--- src/rtl/core/pnorm_ram.sv ---
`timescale 1ns / 1ps

module pnorm_ram #(
    parameter int WIDTH = 8,
    parameter int DEPTH = 256
) (
    input  logic                     aclk,
    input  logic                     we,
    input  logic [$clog2(DEPTH)-1:0] waddr,
    input  logic [WIDTH-1:0]         wdata,
    input  logic [$clog2(DEPTH)-1:0] raddr,
    output logic [WIDTH-1:0]         rdata
);

    logic [WIDTH-1:0] mem [DEPTH];
    logic [WIDTH-1:0] rdata_reg;

    always_ff @(posedge aclk) begin
        if (we) begin
            mem[waddr] <= wdata;
        end
        rdata_reg <= mem[raddr];
    end

    assign rdata = rdata_reg;

endmodule

--- config.mk ---
export PLATFORM = sky130hd
export DESIGN_NAME = pnorm_ram
export DESIGN_NICKNAME = d
export VERILOG_FILES = /design/src/rtl/core/pnorm_ram.sv
export SDC_FILE = /design/constraint.sdc
export NUM_CORES = 2
export LEC_CHECK = 0
export BUFFER_PORTS_ARGS = -buffer_cell sky130_fd_sc_hd__buf_2
export CAP_MARGIN = 10
export CORE_AREA = 4 4 376 378
export CTS_BUF_LIST = sky130_fd_sc_hd__clkbuf_8
export CTS_CLUSTER_SIZE = 28
export DETAILED_ROUTE_END_ITERATION = 7
export DIE_AREA = 0 0 380 382
export HOLD_SLACK_MARGIN = 0.15
export MAX_ROUTING_LAYER = met4
export PLACE_DENSITY = 0.81
export SYNTH_ARGS = -nofsm -noshare
export SYNTH_HDL_FRONTEND = slang
export SYNTH_SLANG_ARGS = --single-unit
export TNS_END_PERCENT = 1
--- constraint.sdc ---
create_clock -name aclk -period 2.2 [get_ports aclk]
set_clock_uncertainty 0.2 [all_clocks]
set_input_delay 0.22 -clock aclk [delete_from_list [all_inputs] [get_ports aclk]]
set_output_delay 0.22 -clock aclk [all_outputs]
set_load 0.02 [all_outputs]
==> qor.yml <==
layout:
  final_area_mm2: 0.0942
  largest_register_ffs: 2048
  area_delta_synth_final_pct: 18.4
  finish.net_count: 4690
  drive_gt1_share_pct: 35.2
clock_tree:
  h-tree-depth: 5
  post_cts_buffers: 0
  clk_latency_ns: 1.04
  cts_tree: "done"
  cts_buffers: 327
  clock_sinks: 2056
  root_buffer: "clkbuf_8"
  clk_pin_slew_ns: 0.07
  clockBufferDepth: 4
setup_path:
  path_max_fanout: 1
  cp-start-kind: "register"
  path_class: "reg2reg"
  cp.required_ns: 2.90
  slowest_stage: "mux4_2"
  critPathArrivalTime_ns: 3.22
  cp_slowest_stage_delay_ns: 0.59
  cp_common_cell: "nor4_2"
  end_kind: "register"
  crit_path_cell_trace: "mux4_2 -> a22oi_1 -> a21oi_1 -> nor4_2 -> buf_4 -> nor4_2"
synthesis:
  netlist-cell-type-count: 55
  ys_seq_elements: 2056
  avgSynthCellArea_um2: 21.3
  synth_edf_count: 2048
  yosys-top-cells-count: "edfxtp_1, mux4_2, nor2_1"
  yosys_most_used_dff: "edfxtp_1"
  synthTopCellsByArea: "edfxtp_1, mux4_2, mux2i_1"
  syn_inst: 3733
  async_reset_ff_share_pct: 0
  synth.top_cell.area_share_pct: 77.3
  yosys_warnings: 0
  synth_fp_nets: 3759
  synth.cell_area_mm2: 0.0796
  yosysSeqAreaShare_pct: 77.5
  synth_most_common_cell: "edfxtp_1"
  yosys.area.top_type: "edfxtp_1"
global_routing:
  first_global_vias: 45200
  grt_start_max_net_pins: 93
  grt_overflow: 0
  grtUsageTotal_pct: 29.7
  antenna_found_initial: 8
  grt_pass1_wl_mm: 305
power_and_ir_drop:
  powerDensity_mw_per_mm2: 828
  power_mw: 78.0
  leakagePower_nw: 31.2
  vdd_drop_max_v: 0.000856
drt:
  drt_iter0_drc: 6980
  wl_per_cell_um: 31.3
  vias_per_cell: 6.63
  vias: 44400
  ant_nets: 0
  wl_mm: 209
  drc: 0
  dr.pass1.iters: 6
timing:
  worstMarginPinSlew_ns: 1.10
  max_freq_ghz: 0.397
  layout_setup_ws_ns: -0.316
  period_minus_slack_ns: 2.52
  period_share_pct: 114
  slew_headroom_pct: 26.5
  fin_tns_setup_ns: -1.91
  finalHoldViolCount: 0
  maxSlewViolCount: 0
  rsz0062_at_grt: "yes"
  setup_viol: 8
die:
  fp.coreArea_mm2: 0.137
  io_pins: 34
  rows: 136
  die_h_um: 382
  start_util_pct: 57.9
  die_w_um: 380
  dieArea_mm2: 0.145
placed_design:
  port_buffers: 33
  gp_congestion: 0.954
  pre_cts_slack_ns: -1.22
  hpwlAfterDp_mm: 131
  placed_cell_area_mm2: 0.0874
status:
  violations: "negative setup slack"
  status: "finished, violations left"
run:
  max_cap_violations: 0
hold_path:
  hold_class: "in2reg"
==> cell type report <==
| type | instances | area [um^2] |
|---|---|---|
| sequential | 2056 | 61700 |
| fill | 7636 | 43300 |
| multi-input combinational | 1442 | 16900 |
| timing repair buffer | 835 | 7590 |
| clock buffer | 336 | 4620 |
| tap | 1794 | 2240 |
| clock inverter | 213 | 1160 |
| antenna | 11 | 27.5 |
| inverter | 2 | 7.51 |
==> worst max-delay path, delay by kind of cell, from the launching register on <==
| family | cells | cell delay, ns |
|---|---|---|
| muxes | 1 | 0.59 |
| DFF | 1 | 0.49 |
| buffers and inverters | 1 | 0.21 |
| and+or+nand+nor | 2 | 0.41 |
| AOI/OAI and AO/OA | 2 | 0.49 |
==> cell usage in the layout, fill, tap and decap left out, types with 11 or more instances in the layout <==
| cell type | n |
|---|---|
| clkinv_2 | 44 |
| clkinv_1 | 73 |
| buf_2 | 20 |
| edfxtp_1 | 2048 |
| nor2b_1 | 22 |
| a21oi_1 | 96 |
| a22oi_1 | 129 |
| mux4_2 | 455 |
| nor4_2 | 14 |
| nand3_1 | 34 |
| buf_4 | 656 |
| nor2_1 | 273 |
| o221ai_1 | 46 |
| nand2_1 | 33 |
| diode_2 | 11 |
| buf_12 | 91 |
| clkbuf_8 | 344 |
| o22ai_1 | 28 |
| dlygate4sd3_1 | 50 |
| nor3_1 | 16 |
| inv_1 | 78 |
| mux2i_1 | 134 |
==> final timing paths <==
kind | startpoint | end | slack [ns] | depth (start not counted)
worst max register to register | mem[156][6] | rdata[6] | -0.32 | 6
worst max-delay path | mem[156][6] | rdata[6] | -0.32 | 6
worst min-delay path | wdata[1] | mem[81][1] | 0.21 | 2
worst min register to register | mem[41][1] | rdata[1] | 0.93 | 5
==> stage by stage <==
step | instances | util [%] | hold slack, ns
3_5_place_dp | 6078 | 63.6 | 0.407
4_1_cts | 6674 | 68.4 | 0.160
5_1_grt | 6686 | 68.5 | 0.194
3_3_place_gp | 6078 | 63.6 | 0.402
2_1_floorplan | 3733 | - | 0.119
6_report | 6689 | 68.5 | 0.212
==> what timing repair did <==
action                                   CTS  global route
hold buffers                              51             5
gates resized for setup                   66            22
pin swaps                                 20             5
endpoints found under the setup margin    12           487
hold endpoints to repair                4103            78
==> where the power goes <==
part | switching, mW | leakage, nW | internal, mW
Combinational | 2.92 | 9.47 | 2.01
Clock | 14.5 | 3.26 | 15.3
Sequential | 0.103 | 18.5 | 43.2
==> logic make-up (layout without fill, tap and decap cells) <==
kind of cell    after synthesis  count (layout)  synth area share [%]
mux                         591             591                  14.6
other cells                   0              11                     0
buf+inv                     235            1386                  1.83
flops                      2056            2056                  77.5
simple gates                466             466                  2.63
compound gates              385             385                  3.42
==> per-layer routing <==
metal  GRT usage, %  share of wire, %
met2           44.5                47
met1           37.9                33
met3           8.91                14
met4           13.8               5.6
met5              -                 0
Power figures use the tool's default switching activity.
