==> config.mk <==
export PLATFORM = sky130hd
export DESIGN_NAME = pnorm_seq
export DESIGN_NICKNAME = d
export VERILOG_FILES = /design/src/rtl/core/pnorm_pkg.sv /design/src/rtl/core/pnorm_seq.sv
export SDC_FILE = /design/constraint.sdc
export NUM_CORES = 1
export LEC_CHECK = 0
export BUFFER_PORTS_ARGS = -buffer_cell sky130_fd_sc_hd__buf_2
export CAP_MARGIN = 25
export CORE_MARGIN = 2
export CORE_UTILIZATION = 55
export DETAILED_ROUTE_END_ITERATION = 6
export GPL_TIMING_DRIVEN = 0
export HOLD_SLACK_MARGIN = 0.1
export PLACE_DENSITY = 0.86
export REMOVE_ABC_BUFFERS = 1
export SYNTH_ARGS = -nofsm -noshare
export SYNTH_HDL_FRONTEND = slang
export SYNTH_SLANG_ARGS = --single-unit
==> constraint.sdc <==
create_clock -name aclk -period 3.7 [get_ports aclk]
set_input_delay 0.37 -clock aclk [delete_from_list [all_inputs] [get_ports aclk]]
set_output_delay 0.37 -clock aclk [all_outputs]
set_load 0.02 [all_outputs]
==> src/rtl/core/pnorm_pkg.sv <==
`timescale 1ns / 1ps

package pnorm_pkg;

    // Buffer sizes of the source and result stores.
    localparam int IN_CAPACITY  = 256;
    localparam int OUT_CAPACITY = 256;

    localparam int BYTE_W = 8;
    localparam int NLEN_W = 9;

    localparam int SRC_AW = $clog2(IN_CAPACITY);
    localparam int SRC_CW = $clog2(IN_CAPACITY + 1);
    localparam int RES_AW = $clog2(OUT_CAPACITY);
    localparam int RES_CW = $clog2(OUT_CAPACITY + 1);

    // The normalized path is capped at one byte below the result store size.
    localparam logic [RES_CW-1:0] RES_LIMIT = RES_CW'(OUT_CAPACITY - 1);

    // Item function codes.
    localparam logic [1:0] FUNC_APPEND = 2'd0;
    localparam logic [1:0] FUNC_NORM   = 2'd1;
    localparam logic [1:0] FUNC_FETCH  = 2'd2;
    localparam logic [1:0] FUNC_NONE   = 2'd3;

    // Characters the normalizer looks for.
    localparam logic [BYTE_W-1:0] CH_SLASH = 8'h2F;
    localparam logic [BYTE_W-1:0] CH_DOT   = 8'h2E;
    localparam logic [BYTE_W-1:0] CH_BACK  = 8'h5C;

    typedef struct packed {
        logic [1:0]        func;
        logic [BYTE_W-1:0] path_byte;
    } pnorm_in_t;

    typedef struct packed {
        logic [BYTE_W-1:0] out_byte;
        logic              out_valid;
        logic              out_last;
        logic [NLEN_W-1:0] norm_length;
        logic              dropped;
    } pnorm_out_t;

    typedef struct packed {
        logic              start;
        logic [SRC_CW-1:0] src_count;
    } pnorm_seq_req_t;

    typedef struct packed {
        logic              done;
        logic [RES_CW-1:0] length;
    } pnorm_seq_rsp_t;

    typedef struct packed {
        logic [SRC_AW-1:0] src_raddr;
        logic              res_we;
        logic [RES_AW-1:0] res_waddr;
        logic [BYTE_W-1:0] res_wdata;
        logic [RES_AW-1:0] res_raddr;
    } pnorm_mem_req_t;

endpackage

==> src/rtl/core/pnorm_seq.sv <==
`timescale 1ns / 1ps

module pnorm_seq (
    input  logic                             aclk,
    input  logic                             aresetn,
    input  pnorm_pkg::pnorm_seq_req_t        req,
    output pnorm_pkg::pnorm_seq_rsp_t        rsp,
    output pnorm_pkg::pnorm_mem_req_t        mem,
    input  logic [pnorm_pkg::BYTE_W-1:0]     src_q,
    input  logic [pnorm_pkg::BYTE_W-1:0]     res_q
);

    typedef enum logic [8:0] {
        S_IDLE      = 9'b000000001,
        S_ISSUE     = 9'b000000010,
        S_C0        = 9'b000000100,
        S_C1        = 9'b000001000,
        S_C2        = 9'b000010000,
        S_C3        = 9'b000100000,
        S_POP_ISSUE = 9'b001000000,
        S_POP_CHK   = 9'b010000000,
        S_TRAIL     = 9'b100000000
    } seq_state_t;

    seq_state_t                        state_reg, state_next;
    logic [pnorm_pkg::SRC_CW-1:0]      pos_reg, pos_next;
    logic [pnorm_pkg::SRC_CW-1:0]      n_reg, n_next;
    logic [pnorm_pkg::RES_CW-1:0]      len_reg, len_next;
    logic                              last_slash_reg, last_slash_next;
    logic                              first_slash_reg, first_slash_next;

    logic [pnorm_pkg::SRC_CW:0]        pos_p1, pos_p2, pos_p3, n_ext;
    logic [pnorm_pkg::RES_CW-1:0]      len_m1;
    logic [pnorm_pkg::BYTE_W-1:0]      c0, emit_byte;
    logic                              q_sep, emit, dotdot;

    assign pos_p1 = {1'b0, pos_reg} + 1'b1;
    assign pos_p2 = {1'b0, pos_reg} + 2'd2;
    assign pos_p3 = {1'b0, pos_reg} + 2'd3;
    assign n_ext  = {1'b0, n_reg};
    assign len_m1 = len_reg - 1'b1;
    assign c0     = (src_q == pnorm_pkg::CH_BACK) ? pnorm_pkg::CH_SLASH : src_q;
    assign q_sep  = (src_q == pnorm_pkg::CH_SLASH) || (src_q == pnorm_pkg::CH_BACK);

    always_comb begin
        state_next       = state_reg;
        pos_next         = pos_reg;
        n_next           = n_reg;
        len_next         = len_reg;
        last_slash_next  = last_slash_reg;
        first_slash_next = first_slash_reg;
        emit             = 1'b0;
        emit_byte        = pnorm_pkg::CH_SLASH;
        dotdot           = 1'b0;
        rsp              = '0;
        mem.src_raddr    = pos_reg[pnorm_pkg::SRC_AW-1:0];
        mem.res_we       = 1'b0;
        mem.res_waddr    = len_reg[pnorm_pkg::RES_AW-1:0];
        mem.res_wdata    = pnorm_pkg::CH_SLASH;
        mem.res_raddr    = len_m1[pnorm_pkg::RES_AW-1:0];

        case (state_reg)
            S_IDLE: begin
                if (req.start) begin
                    n_next          = req.src_count;
                    pos_next        = '0;
                    len_next        = '0;
                    last_slash_next = 1'b0;
                    state_next      = S_ISSUE;
                end
            end
            S_ISSUE: begin
                if (pos_reg >= n_reg || len_reg >= pnorm_pkg::RES_LIMIT) begin
                    state_next = S_TRAIL;
                end else begin
                    state_next = S_C0;
                end
            end
            S_C0: begin
                mem.src_raddr = pos_p1[pnorm_pkg::SRC_AW-1:0];
                emit_byte     = c0;
                if (c0 == pnorm_pkg::CH_SLASH) begin
                    if (last_slash_reg) begin
                        pos_next   = pos_p1[pnorm_pkg::SRC_CW-1:0];
                        state_next = S_ISSUE;
                    end else if (pos_p1 < n_ext) begin
                        state_next = S_C1;
                    end else begin
                        emit = 1'b1;
                    end
                end else begin
                    emit = 1'b1;
                end
            end
            S_C1: begin
                mem.src_raddr = pos_p2[pnorm_pkg::SRC_AW-1:0];
                if (src_q == pnorm_pkg::CH_DOT) begin
                    if (pos_p2 >= n_ext) begin
                        pos_next   = pos_p2[pnorm_pkg::SRC_CW-1:0];
                        state_next = S_ISSUE;
                    end else begin
                        state_next = S_C2;
                    end
                end else begin
                    emit = 1'b1;
                end
            end
            S_C2: begin
                mem.src_raddr = pos_p3[pnorm_pkg::SRC_AW-1:0];
                if (q_sep) begin
                    pos_next   = pos_p2[pnorm_pkg::SRC_CW-1:0];
                    state_next = S_ISSUE;
                end else if (src_q == pnorm_pkg::CH_DOT) begin
                    if (pos_p3 >= n_ext) begin
                        dotdot = 1'b1;
                    end else begin
                        state_next = S_C3;
                    end
                end else begin
                    emit = 1'b1;
                end
            end
            S_C3: begin
                if (q_sep) begin
                    dotdot = 1'b1;
                end else begin
                    emit = 1'b1;
                end
            end
            S_POP_ISSUE: begin
                // Walk back through the result until a slash or the first byte.
                if (len_reg > 1) begin
                    state_next = S_POP_CHK;
                end else begin
                    last_slash_next = first_slash_reg;
                    state_next      = S_ISSUE;
                end
            end
            S_POP_CHK: begin
                if (res_q == pnorm_pkg::CH_SLASH) begin
                    last_slash_next = 1'b1;
                    state_next      = S_ISSUE;
                end else begin
                    len_next   = len_m1;
                    state_next = S_POP_ISSUE;
                end
            end
            S_TRAIL: begin
                rsp.done   = 1'b1;
                rsp.length = len_reg;
                if (len_reg > 1 && last_slash_reg) begin
                    rsp.length = len_m1;
                end else if (len_reg == '0) begin
                    mem.res_we    = 1'b1;
                    mem.res_waddr = '0;
                    mem.res_wdata = pnorm_pkg::CH_SLASH;
                    rsp.length    = pnorm_pkg::RES_CW'(1);
                end
                state_next = S_IDLE;
            end
            default: begin
                state_next = S_IDLE;
            end
        endcase

        if (emit) begin
            mem.res_we      = 1'b1;
            mem.res_waddr   = len_reg[pnorm_pkg::RES_AW-1:0];
            mem.res_wdata   = emit_byte;
            len_next        = len_reg + 1'b1;
            pos_next        = pos_p1[pnorm_pkg::SRC_CW-1:0];
            last_slash_next = (emit_byte == pnorm_pkg::CH_SLASH);
            if (len_reg == '0) begin
                first_slash_next = (emit_byte == pnorm_pkg::CH_SLASH);
            end
            state_next = S_ISSUE;
        end

        if (dotdot) begin
            pos_next = pos_p3[pnorm_pkg::SRC_CW-1:0];
            if (len_reg > 1) begin
                len_next   = len_m1;
                state_next = S_POP_ISSUE;
            end else begin
                state_next = S_ISSUE;
            end
        end
    end

    always_ff @(posedge aclk) begin
        if (!aresetn) begin
            state_reg <= S_IDLE;
        end else begin
            state_reg <= state_next;
        end
        pos_reg         <= pos_next;
        n_reg           <= n_next;
        len_reg         <= len_next;
        last_slash_reg  <= last_slash_next;
        first_slash_reg <= first_slash_next;
    end

endmodule

==> summary.txt <==
Timing
  – Final period utilization: 97.3%
  – Final Hold Vio Count: 0
  – RSZ-0062 raised after global routing: yes
  – Final setup viols: 0
  – Fin Setup TNS: 0 ns
  – Rel. slew slack: 35.8%
  – WHS: 0.238 ns
  – Slew at the pin closest to its max-slew limit: 0.959 ns
  – Post-route worst setup slack: 0.101 ns
  – Slew Limit Fails: 0
  – Clock skew after layout: 0.0117 ns
  – Final Critical Period: around 3.6 ns
  – Fmax: 0.278 GHz

Placed design
  – Setup WS pre-CTS: -0.683 ns
  – GP Congestion: 0.905
  – Placement Cell Area: 4310 sq um
  – Detailed Place HPWL: between 8000 and 9000 um
  – Port buffer count: 70
  – Cells after DPL: 624

Yosys
  – Top cell type's share of synthesized area: 15.1%
  – Syn Std Cell Area: about 4000 sq um
  – Area contributors post-synth: edfxtp_1, ha_1, dfxtp_1
  – Asr flop ratio synth: 0%
  – EDFF count, synth: 20
  – #FFs+latches synth: 38
  – Post-synthesis sequential area ratio: 24.1%
  – Yosys warnings: 0
  – Synth unique cells: 74
  – Primary FF master, synth: edfxtp_1
  – Largest area contributor in the netlist: edfxtp_1
  – Synthesized instance count: 484
  – Synthesized area per cell: 8.24 sq um

GRT
  – Met3 Use GR: between 4 and 5%
  – GRT Total Usage: 28.8%
  – First-pass GRT wire length: around 18000 um
  – Gr ovfl total: 0
  – Met2 Use GR: 51.0%
  – Largest net degree at the start of global routing: 17
  – Global route hottest layer: met2
  – Initial antenna violation count: 0
  – M1 GR Usage: a little over a third
  – Number of global-route vias before repair: 3812

Route
  – DR iter-0 viols: 380
  – Vias: 4021
  – Routed vias/inst: 6.20
  – Residual DRC count: 0
  – Wirelength per Cell: 17.3 um
  – ANT nets after route: 0
  – DR pass1 iterations: 5
  – Post-Route WL: 11200 um

Floorplan
  – # rows: 31
  – Core Region: 7140 sq um
  – Die height: between 80 and 90 um
  – Initial Util: a little under three fifths
  – Die ar.: 7950 sq um
  – Die width: 89.2 um
  – # IOs: 71

Run
  – Max_cap viols: 0

Power
  – Reg power frac: 23.0%
  – Peak VDD IR: 244 uV
  – Net switching power figure: 1.59 mW
  – Switching part of the total power: roughly 50%
  – Clock power frac: 9.4%
  – PwrDens: 682 nW/um^2
  – Power, Total: 3.14 mW
  – Comb power frac: 67.7%
  – Pleak: 2.03 nW
  – P_int: around 1.6 mW

Setup path
  – WP data required: 3.33 ns
  – Crit path max fanout: 9
  – Critical path arrival: 3.23 ns
  – Crit path launch type: flip-flop
  – Reg-to-reg slack, setup: 0.13 ns
  – Cells along the critical path: ha_4 -> nand2_1 -> xor2_1 -> inv_1 -> ha_1 -> a21oi_1 -> a211oi_1 -> or4_4 -> a21oi_4 -> nand2b_1 -> buf_2
  – CP Class: flip-flop to output port
  – CP peak stage delay: 0.57 ns
  – Critical path endpoint category: output port
  – CP max stage cell: or4_4

Layout
  – # fillers: roughly 630
  – Most frequent cells in the layout: buf_2, nand2_1, nor2_1, ha_1, inv_1
  – Total Nets Final: 620
  – Syn-to-layout area delta: 15.4%
  – Antenna cells: 0
  – Most common cell after layout, fill and taps aside: buf_2
  – Layout cells sized above 1: 24.4%
  – Finished Layout Cells: 649
  – Post-route cell area: 4600 sq um
  – Final Util: ~64%

Worst hold path
  – Hold crit path type: primary input to flip-flop

Run status
  – Status: completed

Clocking
  – Reg clk slew, reported paths: roughly 0.080 ns
  – CTS Root Cell: clkbuf_8
  – CTS tree: yes
  – Cts bufs inserted: 5
  – Max Root-Sink Buffers: 2
  – Clock Latency Late Sink: 0.30 ns
  – CTS HTree Levels: 2
  – CTS sink cnt: 38
## cell families (layout without fill, tap and decap cells)
group	Yosys count	in the layout	share of synthesized area [%]
AND/OR/NAND/NOR	206	206	29.0
AO/OA/AOI/OAI	105	105	19.8
multiplexers	1	1	0.251
buffers and inverters	61	127	6.87
XOR/XNOR	30	30	6.59
flip-flops	38	38	24.1
adder cells (fa/ha/maj)	43	43	13.5
## worst max-delay path: cells and delay by family, from the launching register on
| family | cells | cell delay (ns) |
|---|---|---|
| AOI/OAI and AO/OA | 3 | 0.57 |
| adders and majority gates | 2 | 0.55 |
| xor gates and xnor gates | 1 | 0.24 |
| DFF | 1 | 0.50 |
| buffers and inverters | 2 | 0.23 |
| and+or+nand+nor | 3 | 0.82 |
## synthesized netlist by cell type (11+ instances only)
cell type	count
a21oi_1	20
nor2_1	43
edfxtp_1	20
ha_1	43
nand2b_1	11
dfxtp_1	18
xor2_1	14
inv_1	31
nand3_1	18
clkbuf_1	13
xnor2_1	16
nor3_1	14
a21o_1	12
nand2_1	51
o21ai_0	16
## routing by layer
layer / vias to the layer above / part of all wire, % / wire length (um)
met3: 33 / 8.0 / 894
met1: 1877 / 40 / 4440
met5: - / 0 / 0
met2: 224 / 49 / 5510
met4: 0 / 3.4 / 379
li1: 1887 / - / -
## layout make-up
class                      count  area, sq um  area share [%]
timing repair buffer          88          489            10.6
inverter                      31          116            2.53
sequential                    38          961            20.9
clock buffer                   6         72.6            1.58
clock inverter                 2         10.0           0.217
tap                           99          124            2.69
multi-input combinational    385         2830            61.5
## final timing paths
check                                  from                       end  depth (start not counted)
hold reg to reg   first_slash_reg$_DFFE_PP_  last_slash_reg$_DFFE_PP_                          1
hold / removal                       req[3]        n_reg[3]$_DFFE_PP_                          1
setup / recovery       pos_reg[1]$_DFFE_PP_                   mem[24]                         11
setup reg to reg       pos_reg[2]$_DFFE_PP_        len_reg[3]$_DFF_P_                         15
## power groups by stage
stage	logic, mW	registers (mW)	clock network [mW]
after floorplan	1.32	0.727	0
after global placement	1.71	0.773	0
after detailed placement	1.80	0.774	0
after CTS	1.98	0.705	0.291
after global routing	2.34	0.735	0.307
final	2.13	0.721	0.295
## what timing repair did
| item | in CTS | in global routing |
|---|---|---|
| setup endpoints to repair | 35 | 26 |
| buffers inserted | 10 | 7 |
| hold buffers | 0 | 0 |
| pin swaps | 2 | 4 |
| gates resized for setup | 6 | 10 |
Power figures use the tool's default switching activity.
